`src/rtl/core/sle_pkg.sv`:
```
// Shared types and codes for the sequential list engine.
package sle_pkg;

	// Field widths of the request and result transactions.
	localparam int unsigned OP_W    = 3;
	localparam int unsigned POS_W   = 7;
	localparam int unsigned VAL_W   = 32;
	localparam int unsigned STAT_W  = 2;

	// Request opcodes.
	typedef enum logic [OP_W-1:0] {
		OP_READ   = 3'd0,
		OP_FIND   = 3'd1,
		OP_APPEND = 3'd2,
		OP_INSERT = 3'd3,
		OP_DELETE = 3'd4
	} op_t;

	// Result status codes.
	typedef enum logic [STAT_W-1:0] {
		ST_OK       = 2'd0,
		ST_BADPOS   = 2'd1,
		ST_FULL     = 2'd2,
		ST_NOTFOUND = 2'd3
	} status_t;

	// Sequencer states.
	typedef enum logic [1:0] {
		S_IDLE,
		S_SCAN,
		S_FINISH
	} state_t;

	// One result transaction as handed from the sequencer to the output stage.
	typedef struct packed {
		status_t            status;
		logic [VAL_W-1:0]   read_value;
		logic [POS_W-1:0]   found_position;
		logic [POS_W-1:0]   list_length;
	} result_t;

endpackage

```
`src/rtl/core/sequential_list_engine_top.sv`:
```
// Top level of the sequential list engine: stream ports, sequencer and result register.
//
//  Channel   Direction  tdata (low bit first)                        tuser
//  s_*       in         position[6:0], value[38:7]                   opcode[2:0]
//  m_*       out        read_value[31:0], found_position[38:32],     status[1:0]
//                       list_length[45:39]
//
// One request is worked at a time. Append and rejected requests skip the memory
// walk; read walks one entry, find the whole list, insert the entries from the top
// down to the position and delete the entries above the position, each walk going
// through the entry memory at one read and one write per cycle.
// Reset clears the length; entry contents are undefined until written.
// A finished result waits in the output register while the next request is taken.
module sequential_list_engine_top
	import sle_pkg::*;
#(
	parameter int unsigned CAPACITY = 64
) (
	input  logic        clk,
	input  logic        arst_n,
	input  logic        s_tvalid,
	output logic        s_tready,
	input  logic [39:0] s_tdata,   // position[6:0], value[38:7], zero fill
	input  logic [2:0]  s_tuser,   // opcode[2:0]
	output logic        m_tvalid,
	input  logic        m_tready,
	output logic [47:0] m_tdata,   // read_value[31:0], found_position[38:32],
	                               // list_length[45:39], zero fill
	output logic [1:0]  m_tuser    // status[1:0]
);

	logic    res_valid, res_ready;
	result_t res, out_q;
	logic    out_valid_q;

	sle_ctrl #(
		.CAPACITY (CAPACITY)
	) u_ctrl (
		.clk       (clk),
		.arst_n    (arst_n),
		.req_valid (s_tvalid),
		.req_ready (s_tready),
		.opcode    (s_tuser),
		.position  (s_tdata[6:0]),
		.value     (s_tdata[38:7]),
		.res_valid (res_valid),
		.res_ready (res_ready),
		.res       (res)
	);

	// The output register takes a result when empty or being drained.
	assign res_ready = !out_valid_q || m_tready;

	always_ff @(posedge clk or negedge arst_n) begin
		if (!arst_n) begin
			out_valid_q <= 1'b0;
		end else if (res_ready) begin
			out_valid_q <= res_valid;
		end
	end

	always_ff @(posedge clk) begin
		if (res_valid && res_ready) begin
			out_q <= res;
		end
	end

	assign m_tvalid = out_valid_q;
	assign m_tuser  = out_q.status;
	assign m_tdata  = {2'b00, out_q.list_length, out_q.found_position, out_q.read_value};

	// The sequencer never takes a request while it offers a result.
	assert property (@(posedge clk) disable iff (!arst_n)
		!(s_tready && res_valid))
		else $error("request taken while a result is pending");

	// The reported length never exceeds the capacity.
	assert property (@(posedge clk) disable iff (!arst_n)
		m_tvalid |-> (32'(out_q.list_length) <= CAPACITY))
		else $error("list length above capacity");

	// A nonzero read value only comes with a successful status.
	assert property (@(posedge clk) disable iff (!arst_n)
		(m_tvalid && out_q.read_value != '0) |-> (out_q.status == ST_OK))
		else $error("read value on a failed request");

	// A find that reports not found carries no position.
	assert property (@(posedge clk) disable iff (!arst_n)
		(m_tvalid && out_q.status == ST_NOTFOUND) |-> (out_q.found_position == '0))
		else $error("position reported with not found");

endmodule

```
`src/rtl/core/sle_mem.sv`:
```
// Entry storage: one write port and one read port with registered read data.
module sle_mem #(
	parameter int unsigned DEPTH = 64,
	parameter int unsigned AW    = 6,
	parameter int unsigned DW    = 32
) (
	input  logic          clk,
	input  logic          we,
	input  logic [AW-1:0] waddr,
	input  logic [DW-1:0] wdata,
	input  logic          re,
	input  logic [AW-1:0] raddr,
	output logic [DW-1:0] rdata
);

	logic [DW-1:0] mem_q [DEPTH];

	// Write port.
	always_ff @(posedge clk) begin
		if (we) begin
			mem_q[waddr] <= wdata;
		end
	end

	// Read port with registered read data.
	always_ff @(posedge clk) begin
		if (re) begin
			rdata <= mem_q[raddr];
		end
	end

endmodule

```
`src/rtl/core/sle_ctrl.sv`:
```
// Request sequencer: decodes a request, walks the entry memory and builds the result.
module sle_ctrl
	import sle_pkg::*;
#(
	parameter int unsigned CAPACITY = 64
) (
	input  logic              clk,
	input  logic              arst_n,
	// Request side.
	input  logic              req_valid,
	output logic              req_ready,
	input  logic [OP_W-1:0]   opcode,
	input  logic [POS_W-1:0]  position,
	input  logic [VAL_W-1:0]  value,
	// Result side.
	output logic              res_valid,
	input  logic              res_ready,
	output result_t           res
);

	localparam int unsigned AW   = (CAPACITY > 1) ? $clog2(CAPACITY) : 1;
	localparam int unsigned CW   = $clog2(CAPACITY + 1);
	localparam int unsigned CMPW = ((CW > POS_W) ? CW : POS_W) + 1;

	state_t state_q, state_d;

	// Request context.
	logic [OP_W-1:0]  op_q;
	logic [VAL_W-1:0] val_q;
	logic [AW-1:0]    pidx_q;
	status_t          status_q;

	// Walk control and results.
	logic [AW-1:0]    ptr_q;
	logic [CW-1:0]    left_q;
	logic             v_s1;
	logic [AW-1:0]    idx_s1;
	logic [CW-1:0]    count_q;
	logic [CW-1:0]    found_q;
	logic [VAL_W-1:0] rd_q;

	// Memory port.
	logic             mem_we, mem_re;
	logic [AW-1:0]    mem_waddr, mem_raddr;
	logic [VAL_W-1:0] mem_wdata, mem_rdata;

	// Decode of an incoming request.
	logic [CMPW-1:0]  pos_w, cnt_w, pos_m1, ins_left, del_left;
	status_t          dec_status;
	logic [CW-1:0]    dec_left;
	logic [AW-1:0]    dec_ptr;
	logic             accept, finish;
	status_t          fin_status;

	sle_mem #(
		.DEPTH (CAPACITY),
		.AW    (AW),
		.DW    (VAL_W)
	) u_mem (
		.clk   (clk),
		.we    (mem_we),
		.waddr (mem_waddr),
		.wdata (mem_wdata),
		.re    (mem_re),
		.raddr (mem_raddr),
		.rdata (mem_rdata)
	);

	assign pos_w    = CMPW'(position);
	assign cnt_w    = CMPW'(count_q);
	assign pos_m1   = pos_w - CMPW'(1);
	assign ins_left = cnt_w - pos_w + CMPW'(1);
	assign del_left = cnt_w - pos_w;

	// Range checks and the length of the memory walk for each opcode.
	always_comb begin
		dec_status = ST_OK;
		dec_left   = '0;
		dec_ptr    = '0;
		case (opcode)
			OP_READ: begin
				if (pos_w == '0 || pos_w > cnt_w) begin
					dec_status = ST_BADPOS;
				end else begin
					dec_left = CW'(1);
					dec_ptr  = pos_m1[AW-1:0];
				end
			end
			OP_FIND: begin
				dec_left = count_q;
			end
			OP_APPEND: begin
				if (cnt_w >= CMPW'(CAPACITY)) begin
					dec_status = ST_FULL;
				end
			end
			OP_INSERT: begin
				if (cnt_w >= CMPW'(CAPACITY)) begin
					dec_status = ST_FULL;
				end else if (pos_w == '0 || pos_w > cnt_w + CMPW'(1)) begin
					dec_status = ST_BADPOS;
				end else begin
					// Walk downward from the top entry, moving each up one place.
					dec_left = ins_left[CW-1:0];
					dec_ptr  = cnt_w[AW-1:0] - AW'(1);
				end
			end
			OP_DELETE: begin
				if (pos_w == '0 || pos_w > cnt_w) begin
					dec_status = ST_BADPOS;
				end else begin
					// Walk upward from the entry above the hole, moving each down.
					dec_left = del_left[CW-1:0];
					dec_ptr  = pos_w[AW-1:0];
				end
			end
			default: begin
				dec_status = ST_BADPOS;
			end
		endcase
	end

	// Final status: a find with no match reports not found.
	always_comb begin
		fin_status = status_q;
		if (op_q == OP_FIND && found_q == '0) begin
			fin_status = ST_NOTFOUND;
		end
	end

	// Next state and handshake outputs.
	always_comb begin
		state_d   = state_q;
		req_ready = 1'b0;
		res_valid = 1'b0;
		case (state_q)
			S_IDLE: begin
				req_ready = 1'b1;
				if (req_valid) begin
					state_d = (dec_left != '0) ? S_SCAN : S_FINISH;
				end
			end
			S_SCAN: begin
				if (left_q == '0) begin
					state_d = S_FINISH;
				end
			end
			S_FINISH: begin
				res_valid = 1'b1;
				if (res_ready) begin
					state_d = S_IDLE;
				end
			end
			default: begin
				state_d = S_IDLE;
			end
		endcase
	end

	assign accept = req_valid && req_ready;
	assign finish = res_valid && res_ready;

	// Memory reads during the walk, writes for moves and the final store.
	always_comb begin
		mem_re    = (state_q == S_SCAN) && (left_q != '0);
		mem_raddr = ptr_q;
		mem_we    = 1'b0;
		mem_waddr = idx_s1;
		mem_wdata = mem_rdata;
		if (state_q == S_SCAN && v_s1) begin
			if (op_q == OP_INSERT) begin
				mem_we    = 1'b1;
				mem_waddr = idx_s1 + AW'(1);
			end else if (op_q == OP_DELETE) begin
				mem_we    = 1'b1;
				mem_waddr = idx_s1 - AW'(1);
			end
		end else if (finish && status_q == ST_OK) begin
			if (op_q == OP_APPEND) begin
				mem_we    = 1'b1;
				mem_waddr = count_q[AW-1:0];
				mem_wdata = val_q;
			end else if (op_q == OP_INSERT) begin
				mem_we    = 1'b1;
				mem_waddr = pidx_q;
				mem_wdata = val_q;
			end
		end
	end

	assign res.status         = fin_status;
	assign res.read_value     = rd_q;
	assign res.found_position = POS_W'(found_q);
	assign res.list_length    = (status_q != ST_OK) ? POS_W'(count_q) :
		(op_q == OP_APPEND || op_q == OP_INSERT) ? POS_W'(count_q + CW'(1)) :
		(op_q == OP_DELETE) ? POS_W'(count_q - CW'(1)) : POS_W'(count_q);

	// State register.
	always_ff @(posedge clk or negedge arst_n) begin
		if (!arst_n) begin
			state_q <= S_IDLE;
		end else begin
			state_q <= state_d;
		end
	end

	// Control registers: walk counter, read pipeline flag and list length.
	always_ff @(posedge clk or negedge arst_n) begin
		if (!arst_n) begin
			left_q  <= '0;
			v_s1    <= 1'b0;
			count_q <= '0;
		end else begin
			v_s1 <= mem_re;
			if (accept) begin
				left_q <= dec_left;
			end else if (mem_re) begin
				left_q <= left_q - CW'(1);
			end
			if (finish && status_q == ST_OK) begin
				if (op_q == OP_APPEND || op_q == OP_INSERT) begin
					count_q <= count_q + CW'(1);
				end else if (op_q == OP_DELETE) begin
					count_q <= count_q - CW'(1);
				end
			end
		end
	end

	// Request context and walk data path.
	always_ff @(posedge clk) begin
		if (accept) begin
			op_q     <= opcode;
			val_q    <= value;
			pidx_q   <= pos_m1[AW-1:0];
			status_q <= dec_status;
			ptr_q    <= dec_ptr;
			found_q  <= '0;
			rd_q     <= '0;
		end else begin
			if (mem_re) begin
				ptr_q <= (op_q == OP_INSERT) ? ptr_q - AW'(1) : ptr_q + AW'(1);
			end
			if (state_q == S_SCAN && v_s1) begin
				if (op_q == OP_READ) begin
					rd_q <= mem_rdata;
				end else if (op_q == OP_FIND && mem_rdata == val_q) begin
					found_q <= CW'(idx_s1) + CW'(1);
				end
			end
		end
		idx_s1 <= ptr_q;
	end

endmodule

```
`config.mk`:
```
export PLATFORM = sky130hd
export DESIGN_NAME = sequential_list_engine_top
export DESIGN_NICKNAME = d
export VERILOG_FILES = /design/src/rtl/core/sle_pkg.sv /design/src/rtl/core/sequential_list_engine_top.sv /design/src/rtl/core/sle_mem.sv /design/src/rtl/core/sle_ctrl.sv
export SDC_FILE = /design/constraint.sdc
export NUM_CORES = 2
export LEC_CHECK = 0
export BUFFER_PORTS_ARGS = -buffer_cell sky130_fd_sc_hd__clkbuf_2
export CORE_MARGIN = 2
export CORE_UTILIZATION = 57
export CTS_CLUSTER_DIAMETER = 120
export DETAILED_ROUTE_END_ITERATION = 10
export HOLD_SLACK_MARGIN = 0.03
export PLACE_DENSITY_LB_ADDON = 0.25
export SLEW_MARGIN = 20
export SYNTH_ARGS = -nofsm -noshare
export SYNTH_HDL_FRONTEND = slang
export SYNTH_SLANG_ARGS = --single-unit
```
`constraint.sdc`:
```
create_clock -name clk -period 3.8 [get_ports clk]
set_input_delay 0.19 -clock clk [delete_from_list [all_inputs] [get_ports clk]]
set_output_delay 0.19 -clock clk [all_outputs]
set_load 0.01 [all_outputs]
```
==> run metrics <==
status finished, violations left; failing checks setup timing; Final ANT Viol Nets 0; cell area after layout just over 0.1 sq mm; RSZ-0062 raised after global routing no; CTS Buf Count ~210; leakage power 0.0318 uW; max-cap viol count 0; clock slew at reported path FFs about 0.070 ns; Worst-Skew Late Latency about 0.86 ns; fin util 0.664; mapped cell area between 0.08 and 0.09 sq mm; Seq cells post-synth 2,240; DRC 0; GPL Wtd Cong 0.933; core area ~0.15 sq mm; Synth area leaders edfxtp_1 75%, mux4_2 17%, dfxtp_1 1.0%, nand2_1 0.97%, xnor2_1 0.56%; 1st-iter DRT viols 5,946; WS Path Type register to register; Final min period about 3.8 ns; Worst VDD drop between 0.6 and 0.7 mV; Crit. End Element register; Yosys top cell area share 0.753; Ys Warns 0; post-DP HPWL around 120,000 um; first-pass GRT wire length 304,000 um; Total GRT Usage 0.275; sequential element share of the synthesized area 0.769; final hold vios 0; cell accounting for the most synthesized area edfxtp_1; EDFF count, synth roughly 2,200; CTS Buffer Depth 3; clock sinks about 2,200; Cells after Synth roughly 3,900; Final Slew Violations 0; CP Data Arrival Time 4.32 ns; WHS around 0.099 ns; data required time of the worst path around 4.3 ns; main combinational cell family by area after synthesis multiplexers; Tightest Pin Transition between 1 and 1.5 ns; Initial DRT Pass Iterations 5; ys flop type edfxtp_1; clock root cell clkbuf_16; area post-placement about 0.093 sq mm; hold crit path type input port to register; CTS tree done; pin count of the biggest net entering global routing slightly above 70; final setup fails 1; die area roughly 0.16 sq mm; Async S/R FF share, synth 0.00804; Netlist cell types between 60 and 70; headroom to the max-slew limit 0.298; Die Span Y 394 um; post-synthesis mux area share 0.175; Synth Area in XOR/XNOR 0.00757; vias in the first global route between 40,000 and 50,000; Port Buf Inserts 95; Clock Skew approximately 0.042 ns; Tcrit/Tclk final 1.00; final WL approximately 210,000 um; critical path peak fanout 13; simple-gate share of the synthesized area 0.0225; Core Rows around 140; DR vias about 42,000; antenna violations before repair 2; H-tree levels 4; Chip Width 394 um; drt via density roughly 6.5; Initial Util 0.573; compound-gate portion of the synthesized area 0.0113; dpl ws ~0.05 ns; Ports 99; Startpoint Class register; syn_area_per_cell 22.5 sq um; Design Power 70,500 uW; nets ~4,400; Area Growth Syn to Fin 15.9%; cell area power density between 700 and 800 mW/mm^2; fmax between 200 and 300 MHz; setup ws final -0.00292 ns; layout cells sized above 1 0.321; remaining global-route overflow 0; Wirelength per Cell around 32 um; adder-cell share of the synthesized area 0.00435
power breakdown:
part	switching [uW]	internal (uW)
combinational	10600	8540
clock	9080	12500
sequential	632	29100
synthesized netlist by cell type (all sizes together), types with 7 or more instances:
cell    instances
mux2i          17
dfxtp          45
nand4          12
edfxtp       2177
nor3           12
xnor2          55
xor2           20
nor2b          10
dfrtp          18
a21oi          63
o21ai          38
nor4           10
ha             27
nor2          113
o22ai           8
clkbuf        127
nand2b          8
mux2           13
inv            29
buf            64
and3            7
mux4          661
nand3          19
nand2         229
timing repair:
item                                    4_1_cts  5_1_grt
resized for setup                             0        1
pin swaps                                     1        1
hold endpoints to repair                     73        0
endpoints found under the setup margin        6      109
buffers inserted                              2        1
hold buffers                                 57        0
state kept, by name, summed over array words and instances (netlist names):
register / cells
u_ctrl.left_q: 7
u_ctrl.val_q: 32
u_ctrl.count_q: 7
u_ctrl.op_q: 3
u_ctrl.state_q: 2
m_tdata: 46
u_ctrl.pidx_q: 6
u_ctrl.u_mem.rdata: 32
u_ctrl.status_q: 2
u_ctrl.found_q: 7
u_ctrl.v_s1: 1
u_ctrl.mem_raddr: 6
u_ctrl.rd_q: 32
m_tuser: 2
m_tvalid: 1
u_ctrl.idx_s1: 6
u_ctrl.u_mem.mem_q: 2048
layout make-up:
| cell class | count | area (sq um) |
|---|---|---|
| inverter | 30 | 115 |
| multi-input combinational | 1405 | 19800 |
| tap | 2030 | 2540 |
| sequential | 2240 | 66700 |
| fill | 9346 | 50900 |
| clock inverter | 141 | 1560 |
| timing repair buffer | 385 | 4310 |
| clock buffer | 259 | 5600 |
| antenna | 4 | 10.0 |
worst paths after layout:
check / slack, ns / start / cells after the start / endpoint
min in group asynchronous: 0.62 / arst_n / 3 / u_ctrl.count_q[5]
max: -0.003 / u_ctrl.op_q[1] / 11 / u_ctrl.u_mem.mem_q[18][6]
min: 0.1 / s_tdata[22] / 2 / u_ctrl.val_q[15]
max in group asynchronous: 2.57 / arst_n / 3 / u_ctrl.left_q[4]
min reg2reg: 0.42 / u_ctrl.rd_q[11] / 0 / m_tdata[11]
max reg2reg: -0.003 / u_ctrl.op_q[1] / 11 / u_ctrl.u_mem.mem_q[18][6]
metrics by stage:
stage / std cells / TNS (ns)
after floorplan: 3866 / -382.04
after global placement: 6030 / 0
after detailed placement: 6030 / 0
after CTS: 6489 / 0
after global routing: 6490 / 0
final: 6494 / -0.00292
cells by family (layout without fill, tap and decap cells):
group | count (synthesis) | after routing
buf+inv | 221 | 815
fa+ha+maj | 29 | 29
simple gates | 447 | 447
xor+xnor | 75 | 75
mux | 691 | 691
compound gates | 161 | 161
flops | 2240 | 2240
other cells | 1 | 6
critical path, cell delays in order (launching register included):
cell       delay [ns]
edfxtp_1         0.46
nor2b_1          0.43
nand4_1          0.23
buf_4            0.25
a2111oi_1        0.57
buf_4            0.21
a311oi_1         0.07
nor2_1           0.21
nand2_1          0.25
buf_4            0.30
nor2_4           0.15
buf_4            0.31
metal layers:
| metal | wire length, um | track usage | vias up |
|---|---|---|---|
| li1 | - | - | 17100 |
| met1 | 82700 | 0.402 | 22400 |
| met2 | 102000 | 0.430 | 2353 |
| met3 | 20000 | 0.0519 | 296 |
| met4 | 6330 | 0.0857 | 4 |
| met5 | 27 | 0 | - |
placed cells by master (no fill, tap or decap), types with 7 or more instances in the layout:
cell type,instances
a21oi_1,63
and3_1,7
buf_12,121
buf_4,112
bufinv_16,29
clkbuf_1,37
clkbuf_16,214
clkbuf_2,95
clkbuf_8,8
clkinv_1,42
clkinv_2,43
clkinvlp_4,12
dfrtp_1,18
dfxtp_1,45
dlygate4sd3_1,57
edfxtp_1,2177
ha_1,27
inv_1,28
mux2_2,13
mux2i_1,17
mux4_2,661
nand2_1,196
nand2_2,33
nand2b_1,8
nand3_1,19
nand4_1,12
nor2_1,46
nor2_4,65
nor2b_1,10
nor3_1,12
nor4_1,9
o21ai_0,38
o22ai_1,8
xnor2_1,55
xor2_1,20
No activity file was read; power rests on OpenSTA's default activity.
